## config.mk

```make
export PLATFORM = sky130hd
export DESIGN_NAME = quadrature_position_servo_top
export DESIGN_NICKNAME = d
export VERILOG_FILES = /design/src/sv/qps_pkg.sv /design/src/sv/qps_counter.sv /design/src/sv/qps_error.sv /design/src/sv/qps_drive.sv /design/src/sv/quadrature_position_servo_top.sv
export SDC_FILE = /design/constraint.sdc
export NUM_CORES = 2
export LEC_CHECK = 0
export BUFFER_PORTS_ARGS = -buffer_cell sky130_fd_sc_hd__buf_2
export CAP_MARGIN = 30
export CORE_MARGIN = 5
export CORE_UTILIZATION = 38
export CTS_CLUSTER_DIAMETER = 60
export DETAILED_ROUTE_END_ITERATION = 8
export HOLD_SLACK_MARGIN = 0.05
export PLACE_DENSITY_LB_ADDON = 0.05
export SYNTH_ARGS = -nofsm -noshare
export SYNTH_HDL_FRONTEND = slang
export SYNTH_SLANG_ARGS = --single-unit
export TNS_END_PERCENT = 50
```

## constraint.sdc

```tcl
create_clock -name clock -period 9.7 [get_ports clock]
set_input_delay 0 -clock clock [delete_from_list [all_inputs] [get_ports clock]]
set_output_delay 0 -clock clock [all_outputs]
set_load 0.05 [all_outputs]
```

## src/sv/qps_pkg.sv

```systemverilog
// Shared widths, register indexes, reset values and pipeline control types
// for the quadrature position servo. No dependencies.
package qps_pkg;

   localparam int POS_W      = 32;
   localparam int GAIN_W     = 32;
   localparam int TOL_W      = 16;
   localparam int DUTY_W     = 16;
   localparam int ERR_W      = POS_W + 1;
   localparam int MAG_LO_W   = 16;
   localparam int MAG_HI_W   = ERR_W - MAG_LO_W;
   localparam int PLO_W      = MAG_LO_W + GAIN_W;
   localparam int PHI_W      = MAG_HI_W + GAIN_W;
   localparam int SUM_W      = PHI_W + 1;
   localparam int CSR_IDX_W  = 2;
   localparam int CSR_DATA_W = 32;

   localparam logic [CSR_IDX_W-1:0] CSR_TARGET    = 2'd0;
   localparam logic [CSR_IDX_W-1:0] CSR_GAIN      = 2'd1;
   localparam logic [CSR_IDX_W-1:0] CSR_TOLERANCE = 2'd2;
   localparam logic [CSR_IDX_W-1:0] CSR_PWM_TOP   = 2'd3;

   localparam logic [TOL_W-1:0]  TOLERANCE_RESET = 16'd10;
   localparam logic [DUTY_W-1:0] PWM_TOP_RESET   = 16'd400;

   // Load strobes for the two register stages inside one module.
   typedef struct packed {
      logic load_first;
      logic load_second;
   } qps_en_type;

endpackage

```

## src/sv/qps_counter.sv

```systemverilog
// Quadrature decoder and wrapping tick counter (pipeline stage 1).
// Depends on qps_pkg.
module qps_counter
   import qps_pkg::*;
(
   input  logic             clock,
   input  logic             reset,
   input  logic             accept,
   input  logic             pin_a,
   input  logic             pin_b,
   input  logic             clear_count,
   output logic [POS_W-1:0] count
);

   logic [POS_W-1:0] tick_count_ff, tick_count_in;
   logic             last_a_ff, last_b_ff;
   logic signed [2:0] a_step, b_step, delta;

   // A rule judges against the old B; B rule against the new A.
   always_comb begin
      a_step = 3'sd0;
      b_step = 3'sd0;
      if (pin_a != last_a_ff) begin
         a_step = (pin_a == last_b_ff) ? -3'sd1 : 3'sd1;
      end
      if (pin_b != last_b_ff) begin
         b_step = (pin_a == pin_b) ? 3'sd1 : -3'sd1;
      end
      delta = a_step + b_step;
      if (clear_count) begin
         tick_count_in = '0;
      end else begin
         tick_count_in = tick_count_ff + {{(POS_W-3){delta[2]}}, delta};
      end
   end

   always_ff @(posedge clock) begin
      if (reset) begin
         tick_count_ff <= '0;
         last_a_ff     <= 1'b0;
         last_b_ff     <= 1'b0;
      end else if (accept) begin
         tick_count_ff <= tick_count_in;
         last_a_ff     <= pin_a;
         last_b_ff     <= pin_b;
      end
   end

   assign count = tick_count_ff;

endmodule

```

## src/sv/qps_error.sv

```systemverilog
// Position error stages: exact 33-bit difference, then magnitude, sign and
// tolerance compare (pipeline stages 2 and 3). Depends on qps_pkg.
module qps_error
   import qps_pkg::*;
(
   input  logic             clock,
   input  qps_en_type       en,
   input  logic [POS_W-1:0] target,
   input  logic [TOL_W-1:0] tolerance,
   input  logic [POS_W-1:0] position,
   output logic [ERR_W-1:0] mag,
   output logic             neg,
   output logic             reached,
   output logic [POS_W-1:0] position_out
);

   logic [ERR_W-1:0] err_ff, err_in;
   logic [POS_W-1:0] pos2_ff, pos3_ff;
   logic [ERR_W-1:0] mag_ff, mag_in;
   logic             neg_ff, reached_ff, reached_in;

   assign err_in = {target[POS_W-1], target} - {position[POS_W-1], position};

   // Magnitude fits unsigned in 33 bits; it is at most 2^32 - 1.
   assign mag_in     = err_ff[ERR_W-1] ? (~err_ff + 1'b1) : err_ff;
   assign reached_in = mag_in < {{(ERR_W-TOL_W){1'b0}}, tolerance};

   always_ff @(posedge clock) begin
      if (en.load_first) begin
         err_ff  <= err_in;
         pos2_ff <= position;
      end
      if (en.load_second) begin
         mag_ff     <= mag_in;
         neg_ff     <= err_ff[ERR_W-1];
         reached_ff <= reached_in;
         pos3_ff    <= pos2_ff;
      end
   end

   assign mag          = mag_ff;
   assign neg          = neg_ff;
   assign reached      = reached_ff;
   assign position_out = pos3_ff;

endmodule

```

## src/sv/qps_drive.sv

```systemverilog
// Drive stages: split gain product into two partial products, then sum,
// truncate and saturate into the result register (stages 4 and 5).
// Depends on qps_pkg.
module qps_drive
   import qps_pkg::*;
(
   input  logic              clock,
   input  qps_en_type        en,
   input  logic [GAIN_W-1:0] gain,
   input  logic [DUTY_W-1:0] pwm_top,
   input  logic [ERR_W-1:0]  mag,
   input  logic              neg,
   input  logic              reached,
   input  logic [POS_W-1:0]  position,
   output logic [POS_W-1:0]  rsp_position,
   output logic [DUTY_W-1:0] rsp_duty,
   output logic              rsp_reverse,
   output logic              rsp_at_target
);

   logic [PLO_W-1:0]  p_lo_ff, p_lo_in;
   logic [PHI_W-1:0]  p_hi_ff, p_hi_in;
   logic              neg4_ff, reached4_ff;
   logic [POS_W-1:0]  pos4_ff, pos5_ff;
   logic [SUM_W-1:0]  full;
   logic [DUTY_W-1:0] duty_ff, duty_in;
   logic              reverse_ff, at_target_ff;

   // mag = hi*2^16 + lo, so (mag*gain)>>16 = hi*gain + (lo*gain)>>16 exactly.
   assign p_lo_in = PLO_W'(mag[MAG_LO_W-1:0]) * PLO_W'(gain);
   assign p_hi_in = PHI_W'(mag[ERR_W-1:MAG_LO_W]) * PHI_W'(gain);
   assign full    = SUM_W'(p_hi_ff) + SUM_W'(p_lo_ff[PLO_W-1:MAG_LO_W]);

   always_comb begin
      if (reached4_ff) begin
         duty_in = '0;
      end else if (full > SUM_W'(pwm_top)) begin
         duty_in = pwm_top;
      end else begin
         duty_in = full[DUTY_W-1:0];
      end
   end

   always_ff @(posedge clock) begin
      if (en.load_first) begin
         p_lo_ff     <= p_lo_in;
         p_hi_ff     <= p_hi_in;
         neg4_ff     <= neg;
         reached4_ff <= reached;
         pos4_ff     <= position;
      end
      if (en.load_second) begin
         duty_ff      <= duty_in;
         reverse_ff   <= neg4_ff & ~reached4_ff;
         at_target_ff <= reached4_ff;
         pos5_ff      <= pos4_ff;
      end
   end

   assign rsp_position  = pos5_ff;
   assign rsp_duty      = duty_ff;
   assign rsp_reverse   = reverse_ff;
   assign rsp_at_target = at_target_ff;

endmodule

```

## src/sv/quadrature_position_servo_top.sv

```systemverilog
// Top level of the quadrature position servo: configuration registers,
// pipeline valid/ready control. Depends on qps_pkg, qps_counter,
// qps_error and qps_drive.
//
// One item is one clock sample of encoder pins A and B plus a clear flag;
// each item yields exactly one result with the updated tick count, the
// PWM duty, the drive direction and an at-target flag. The block takes one
// item per cycle while rsp_ready does not hold the pipeline back; the result
// comes out on rsp_valid from the output register of the last stage.
// It passes through the tick counter (stage 1), the 33-bit error (2),
// magnitude and tolerance compare (3), two partial products of magnitude
// times gain (4), and the sum, truncation and saturation into the output
// register (5). The only loop carried from item to item is the tick count
// update in stage 1, which sets the rate at one item per clock.
// Every stage moves forward whenever the stage after it is empty or moving,
// so bubbles close up and req_ready stays high while a result waits, until
// all five stages are full. Configuration registers are written through
// csr_we, csr_index and csr_wdata with no wait; write them only while the
// pipeline is empty.
module quadrature_position_servo_top
   import qps_pkg::*;
(
   input  logic                    clock,
   input  logic                    reset,
   // input channel
   input  logic                    req_valid,
   output logic                    req_ready,
   input  logic                    req_pin_a,
   input  logic                    req_pin_b,
   input  logic                    req_clear_count,
   // result channel
   output logic                    rsp_valid,
   input  logic                    rsp_ready,
   output logic signed [POS_W-1:0] rsp_position,
   output logic [DUTY_W-1:0]       rsp_duty,
   output logic                    rsp_reverse,
   output logic                    rsp_at_target,
   // configuration
   input  logic                    csr_we,
   input  logic [CSR_IDX_W-1:0]    csr_index,
   input  logic [CSR_DATA_W-1:0]   csr_wdata
);

   // Configuration registers.
   logic [POS_W-1:0]  target_ff;
   logic [GAIN_W-1:0] gain_ff;
   logic [TOL_W-1:0]  tolerance_ff;
   logic [DUTY_W-1:0] pwm_top_ff;

   always_ff @(posedge clock) begin
      if (reset) begin
         target_ff    <= '0;
         gain_ff      <= '0;
         tolerance_ff <= TOLERANCE_RESET;
         pwm_top_ff   <= PWM_TOP_RESET;
      end else if (csr_we) begin
         case (csr_index)
            CSR_TARGET:    target_ff    <= csr_wdata[POS_W-1:0];
            CSR_GAIN:      gain_ff      <= csr_wdata[GAIN_W-1:0];
            CSR_TOLERANCE: tolerance_ff <= csr_wdata[TOL_W-1:0];
            CSR_PWM_TOP:   pwm_top_ff   <= csr_wdata[DUTY_W-1:0];
            default: ;
         endcase
      end
   end

   // Stage valid bits; stage 5 is the result register.
   logic v1_ff, v2_ff, v3_ff, v4_ff, v5_ff;
   logic adv1, adv2, adv3, adv4, adv5;
   logic accept;

   // A stage advances when it is empty or the next stage advances.
   assign adv5   = ~v5_ff | rsp_ready;
   assign adv4   = ~v4_ff | adv5;
   assign adv3   = ~v3_ff | adv4;
   assign adv2   = ~v2_ff | adv3;
   assign adv1   = ~v1_ff | adv2;
   assign accept = req_valid & adv1;

   always_ff @(posedge clock) begin
      if (reset) begin
         v1_ff <= 1'b0;
         v2_ff <= 1'b0;
         v3_ff <= 1'b0;
         v4_ff <= 1'b0;
         v5_ff <= 1'b0;
      end else begin
         if (adv1) v1_ff <= req_valid;
         if (adv2) v2_ff <= v1_ff;
         if (adv3) v3_ff <= v2_ff;
         if (adv4) v4_ff <= v3_ff;
         if (adv5) v5_ff <= v4_ff;
      end
   end

   assign req_ready = adv1;
   assign rsp_valid = v5_ff;

   // Datapath.
   logic [POS_W-1:0]  count;
   logic [ERR_W-1:0]  mag;
   logic              neg, reached;
   logic [POS_W-1:0]  pos3;
   logic [POS_W-1:0]  pos_out;
   qps_en_type        err_en, drv_en;

   assign err_en.load_first  = adv2;
   assign err_en.load_second = adv3;
   assign drv_en.load_first  = adv4;
   assign drv_en.load_second = adv5;

   qps_counter u_counter (
      .clock       (clock),
      .reset       (reset),
      .accept      (accept),
      .pin_a       (req_pin_a),
      .pin_b       (req_pin_b),
      .clear_count (req_clear_count),
      .count       (count)
   );

   qps_error u_error (
      .clock        (clock),
      .en           (err_en),
      .target       (target_ff),
      .tolerance    (tolerance_ff),
      .position     (count),
      .mag          (mag),
      .neg          (neg),
      .reached      (reached),
      .position_out (pos3)
   );

   qps_drive u_drive (
      .clock         (clock),
      .en            (drv_en),
      .gain          (gain_ff),
      .pwm_top       (pwm_top_ff),
      .mag           (mag),
      .neg           (neg),
      .reached       (reached),
      .position      (pos3),
      .rsp_position  (pos_out),
      .rsp_duty      (rsp_duty),
      .rsp_reverse   (rsp_reverse),
      .rsp_at_target (rsp_at_target)
   );

   assign rsp_position = $signed(pos_out);

endmodule

```

==> flow_summary.yaml <==
grt:
  antenna_found_initial: 5
  grt_pass1_wl_um: 257000
  grt_max_degree: 72
  via_count_of_the_first_global_routing_pass: 40951
  gr-usage-all-layers: 0.231
  overflow: 0
final_layout:
  layout.cells.most_common: "sky130_fd_sc_hd__inv_1"
  most_used_cells_in_the_layout_excluding_fill_and_tap_cells: "sky130_fd_sc_hd__inv_1 (1,082), sky130_fd_sc_hd__nand2_1 (929), sky130_fd_sc_hd__fa_1 (870)"
  fin_area_um2: 59100
  final-seq-area_um2: 11600
  nFillCells: 13963
  finalNetCount: 7056
  fraction_of_final_layout_cells_sized_beyond_drive_strength_1: 0.0640
  area_growth_pct: 10.5
  multiInputGateArea_um2: 36700
synth:
  synth.lib_cells_used.distinct: 90
  synth.largest_area_cell: "sky130_fd_sc_hd__fa_1"
  synth.top_cells.by_area: "sky130_fd_sc_hd__fa_1 (33%), sky130_fd_sc_hd__edfxtp_1 (17%), sky130_fd_sc_hd__ha_1 (8.6%), sky130_fd_sc_hd__inv_1 (7.6%), sky130_fd_sc_hd__nand2_1 (6.5%)"
  synth_area_per_cell_um2: 9.33
  netlist.area_leader.share: 0.326
  synth-async-reset-ratio: 0
  yosys_most_used_dff: "sky130_fd_sc_hd__edfxtp_1"
  yosysWarnings: 0
  number_of_enable_type_register_cells_in_the_synthesized_netlist: 297
  synth.yosys.seq_area_share: 0.217
  ys_ff_latch: 432
  synth_net_count: 7009
  synth.cell_area_um2: 53500
  syn_inst: 5729
placement:
  place_area_um2: 56200
  routabilityCongestion: 0.837
  dpl.hpwl_um: 133000
  io_buffer_count: 93
timing:
  timing.fmax_ghz: 0.123
  timing.final.crit_share: 0.841
  period_minus_slack_ns: 8.15
  slew_headroom: 0.251
  slew_viol_final: 0
  setup_viol_count_final: 0
  measured_slew_at_the_worst_slew_check_pin_ns: 1.11
  hold_violations: 0
  finalClockSkew_ns: 0.0459
  grt_setup_unrepaired: "no"
  final_total_negative_setup_slack_ns: 0
cts:
  clock_sinks: 432
  clk_pin_slew_worst_paths_ns: 0.06
  worstSkewPairLatency_ns: 0.65
  cts.root.buffer_cell: "sky130_fd_sc_hd__clkbuf_16"
  number_of_cts_inserted_buffers: 66
  tritoncts: "built"
  cts_setup_buffers: 0
  ctsLongestPathBuffers: 3
  htree_levels: 3
flow_run:
  timing.max_cap.violations: 0
routing:
  drtPass1Iterations: 5
  route.final.wire_length_um: 170000
  drc: 0
  route.antenna.remaining_nets: 0
  first_iter_violations: 1989
  route.vias.total: 39025
  post_drt_wl_per_cell_um: 22.0
  via_per_inst: 5.06
floorplanning:
  fp.coreArea_um2: 140000
  placementRows: 137
  fp.dieArea_um2: 148000
  io-pin-count: 94
  initial_utilization: 0.383
  fp.dieW_um: 385
  die_h_um: 385
setup_path:
  worst_setup_start_kind: "register"
  crit_path_end_kind: "register"
  criticalPathCategory: "reg -> reg"
  critical_path_peak_fanout: 19
  cp_data_required_time_ns: 10.08
  timing.reg2reg.worst_path_depth: 24
  critical_path_arrival_ns: 8.54
worst_hold_path:
  hold_path_depth: 4
  min-delay-path-class: "in -> reg"
power_and_ir_drop:
  total_leakage_power_nw: 27.6
  p_per_cell_area_nw_per_um2: 185
  vdd_ir_drop_max_mv: 0.126
outcome:
  outcome: "finished clean"
-- flip-flops by register name, summed over array words and instances, names as in the netlist, 32 cells and up --
| signal | flops |
|---|---|
| gain_ff | 32 |
| u_drive.p_lo_ff | 32 |
| target_ff | 32 |
| u_error.mag | 33 |
| u_drive.p_hi_ff | 49 |
| u_error.pos2_ff | 32 |
| u_error.position_out | 32 |
| u_counter.count | 32 |
| u_error.err_ff | 33 |
| u_drive.rsp_position | 32 |
| u_drive.pos4_ff | 32 |
-- report_power, final --
group | switching [W] | internal (W) | leakage [nW] | total [W]
registers | 0.000643 | 0.00241 | 4.56 | 0.00305
clock network | 0.00100 | 0.00146 | 1.10 | 0.00246
logic | 0.00351 | 0.00190 | 21.9 | 0.00540
total | 0.00515 | 0.00576 | 27.6 | 0.0109
-- metal layers --
layer,wire (µm),global-route usage,up-vias
met5,0,0,-
met4,5100,0.0618,0
met3,7050,0.0269,160
met2,83000,0.395,774
met1,74400,0.311,20102
li1,-,-,17989
-- stage by stage --
step / power, W / utilization / hold slack (ns) / std cells / setup slack, ns
after global placement: 0.00836 / 0.401 / 0.256 / 7520 / 1.65
after floorplan: 0.00617 / - / 0.136 / 5729 / 2.76
after global routing: 0.0117 / 0.423 / 0.145 / 7706 / 1.06
final: 0.0109 / 0.423 / 0.177 / 7711 / 1.55
after detailed placement: 0.00844 / 0.402 / 0.267 / 7529 / 1.62
after CTS: 0.0110 / 0.422 / 0.0513 / 7699 / 1.57
-- cell type report --
type / count / share of cell area
Multi-Input combinational cell: 3932 / 0.621
Tap cell: 1876 / 0.0397
Clock inverter: 41 / 0.00841
Timing Repair Buffer: 260 / 0.0344
Inverter: 1084 / 0.0689
Clock buffer: 80 / 0.0301
Sequential cell: 432 / 0.197
Antenna cell: 6 / 0.000254
-- cells by family (layout without fill, tap and decap cells) --
| family | count (synthesis) | in the layout | share of synthesized area |
|---|---|---|---|
| flip-flops | 432 | 432 | 0.217 |
| buffers and inverters | 1365 | 1465 | 0.0966 |
| adder cells (fa/ha/maj) | 1238 | 1238 | 0.412 |
| other | 0 | 6 | 0 |
| multiplexers | 8 | 8 | 0.00157 |
| AO/OA/AOI/OAI | 679 | 679 | 0.0811 |
| AND/OR/NAND/NOR | 1834 | 1834 | 0.163 |
| XOR/XNOR | 173 | 173 | 0.0283 |
-- synthesized netlist by cell type, drive strengths merged (8+ instances only) --
master   instances
or3             14
o21a            30
a21oi          263
buf             26
or2             12
nand3           64
clkbuf         255
a31oi           22
nand4           29
and2           435
and3            11
or4             11
nor2b           25
o21ai          113
o31ai           25
a2111oi          8
nand2          931
nor4            19
fa             870
edfxtp         297
o41ai            9
a211oi          18
o211ai          17
a22oi           16
a21o            68
nor2           163
ha             368
o21bai          18
xor2            40
nand2b          28
xnor2          133
nor3            59
dfxtp          135
inv           1084
-- critical path, cell delays in order (launching register included) --
cell                        delay [ns]
sky130_fd_sc_hd__dfxtp_1          0.83
sky130_fd_sc_hd__buf_4            0.48
sky130_fd_sc_hd__and2_1           0.21
sky130_fd_sc_hd__fa_1             0.41
sky130_fd_sc_hd__inv_1            0.10
sky130_fd_sc_hd__fa_1             0.45
sky130_fd_sc_hd__fa_1             0.51
sky130_fd_sc_hd__inv_1            0.05
sky130_fd_sc_hd__fa_1             0.48
sky130_fd_sc_hd__fa_1             0.49
sky130_fd_sc_hd__inv_1            0.05
sky130_fd_sc_hd__fa_1             0.47
sky130_fd_sc_hd__inv_1            0.04
sky130_fd_sc_hd__ha_1             0.35
sky130_fd_sc_hd__a21oi_1          0.19
sky130_fd_sc_hd__o211ai_1         0.22
sky130_fd_sc_hd__a211oi_1         0.46
sky130_fd_sc_hd__a211oi_1         0.23
sky130_fd_sc_hd__o2111ai_1        0.32
sky130_fd_sc_hd__a31oi_1          0.23
sky130_fd_sc_hd__a21oi_1          0.47
sky130_fd_sc_hd__o21ai_0          0.17
sky130_fd_sc_hd__or3_1            0.36
sky130_fd_sc_hd__a21oi_1          0.18
sky130_fd_sc_hd__xnor2_1          0.09
-- final timing paths --
check	slack [ns]	startpoint	endpoint
max reg2reg	1.55	gain_ff[10]$_SDFFE_PP0P_	u_drive.p_hi_ff[48]$_DFFE_PP_
min reg2reg	0.41	u_error.position_out[11]$_DFFE_PP_	u_drive.pos4_ff[11]$_DFFE_PP_
max	1.55	gain_ff[10]$_SDFFE_PP0P_	u_drive.p_hi_ff[48]$_DFFE_PP_
min	0.18	csr_wdata[18]	target_ff[18]$_SDFFE_PP0P_
-- timing repair --
| action | in CTS | in global routing |
|---|---|---|
| endpoints found under the hold margin | 130 | 1 |
| gates resized for setup | 0 | 0 |
| hold buffers | 49 | 1 |
Note: power is estimated with default switching activity, not from simulation.
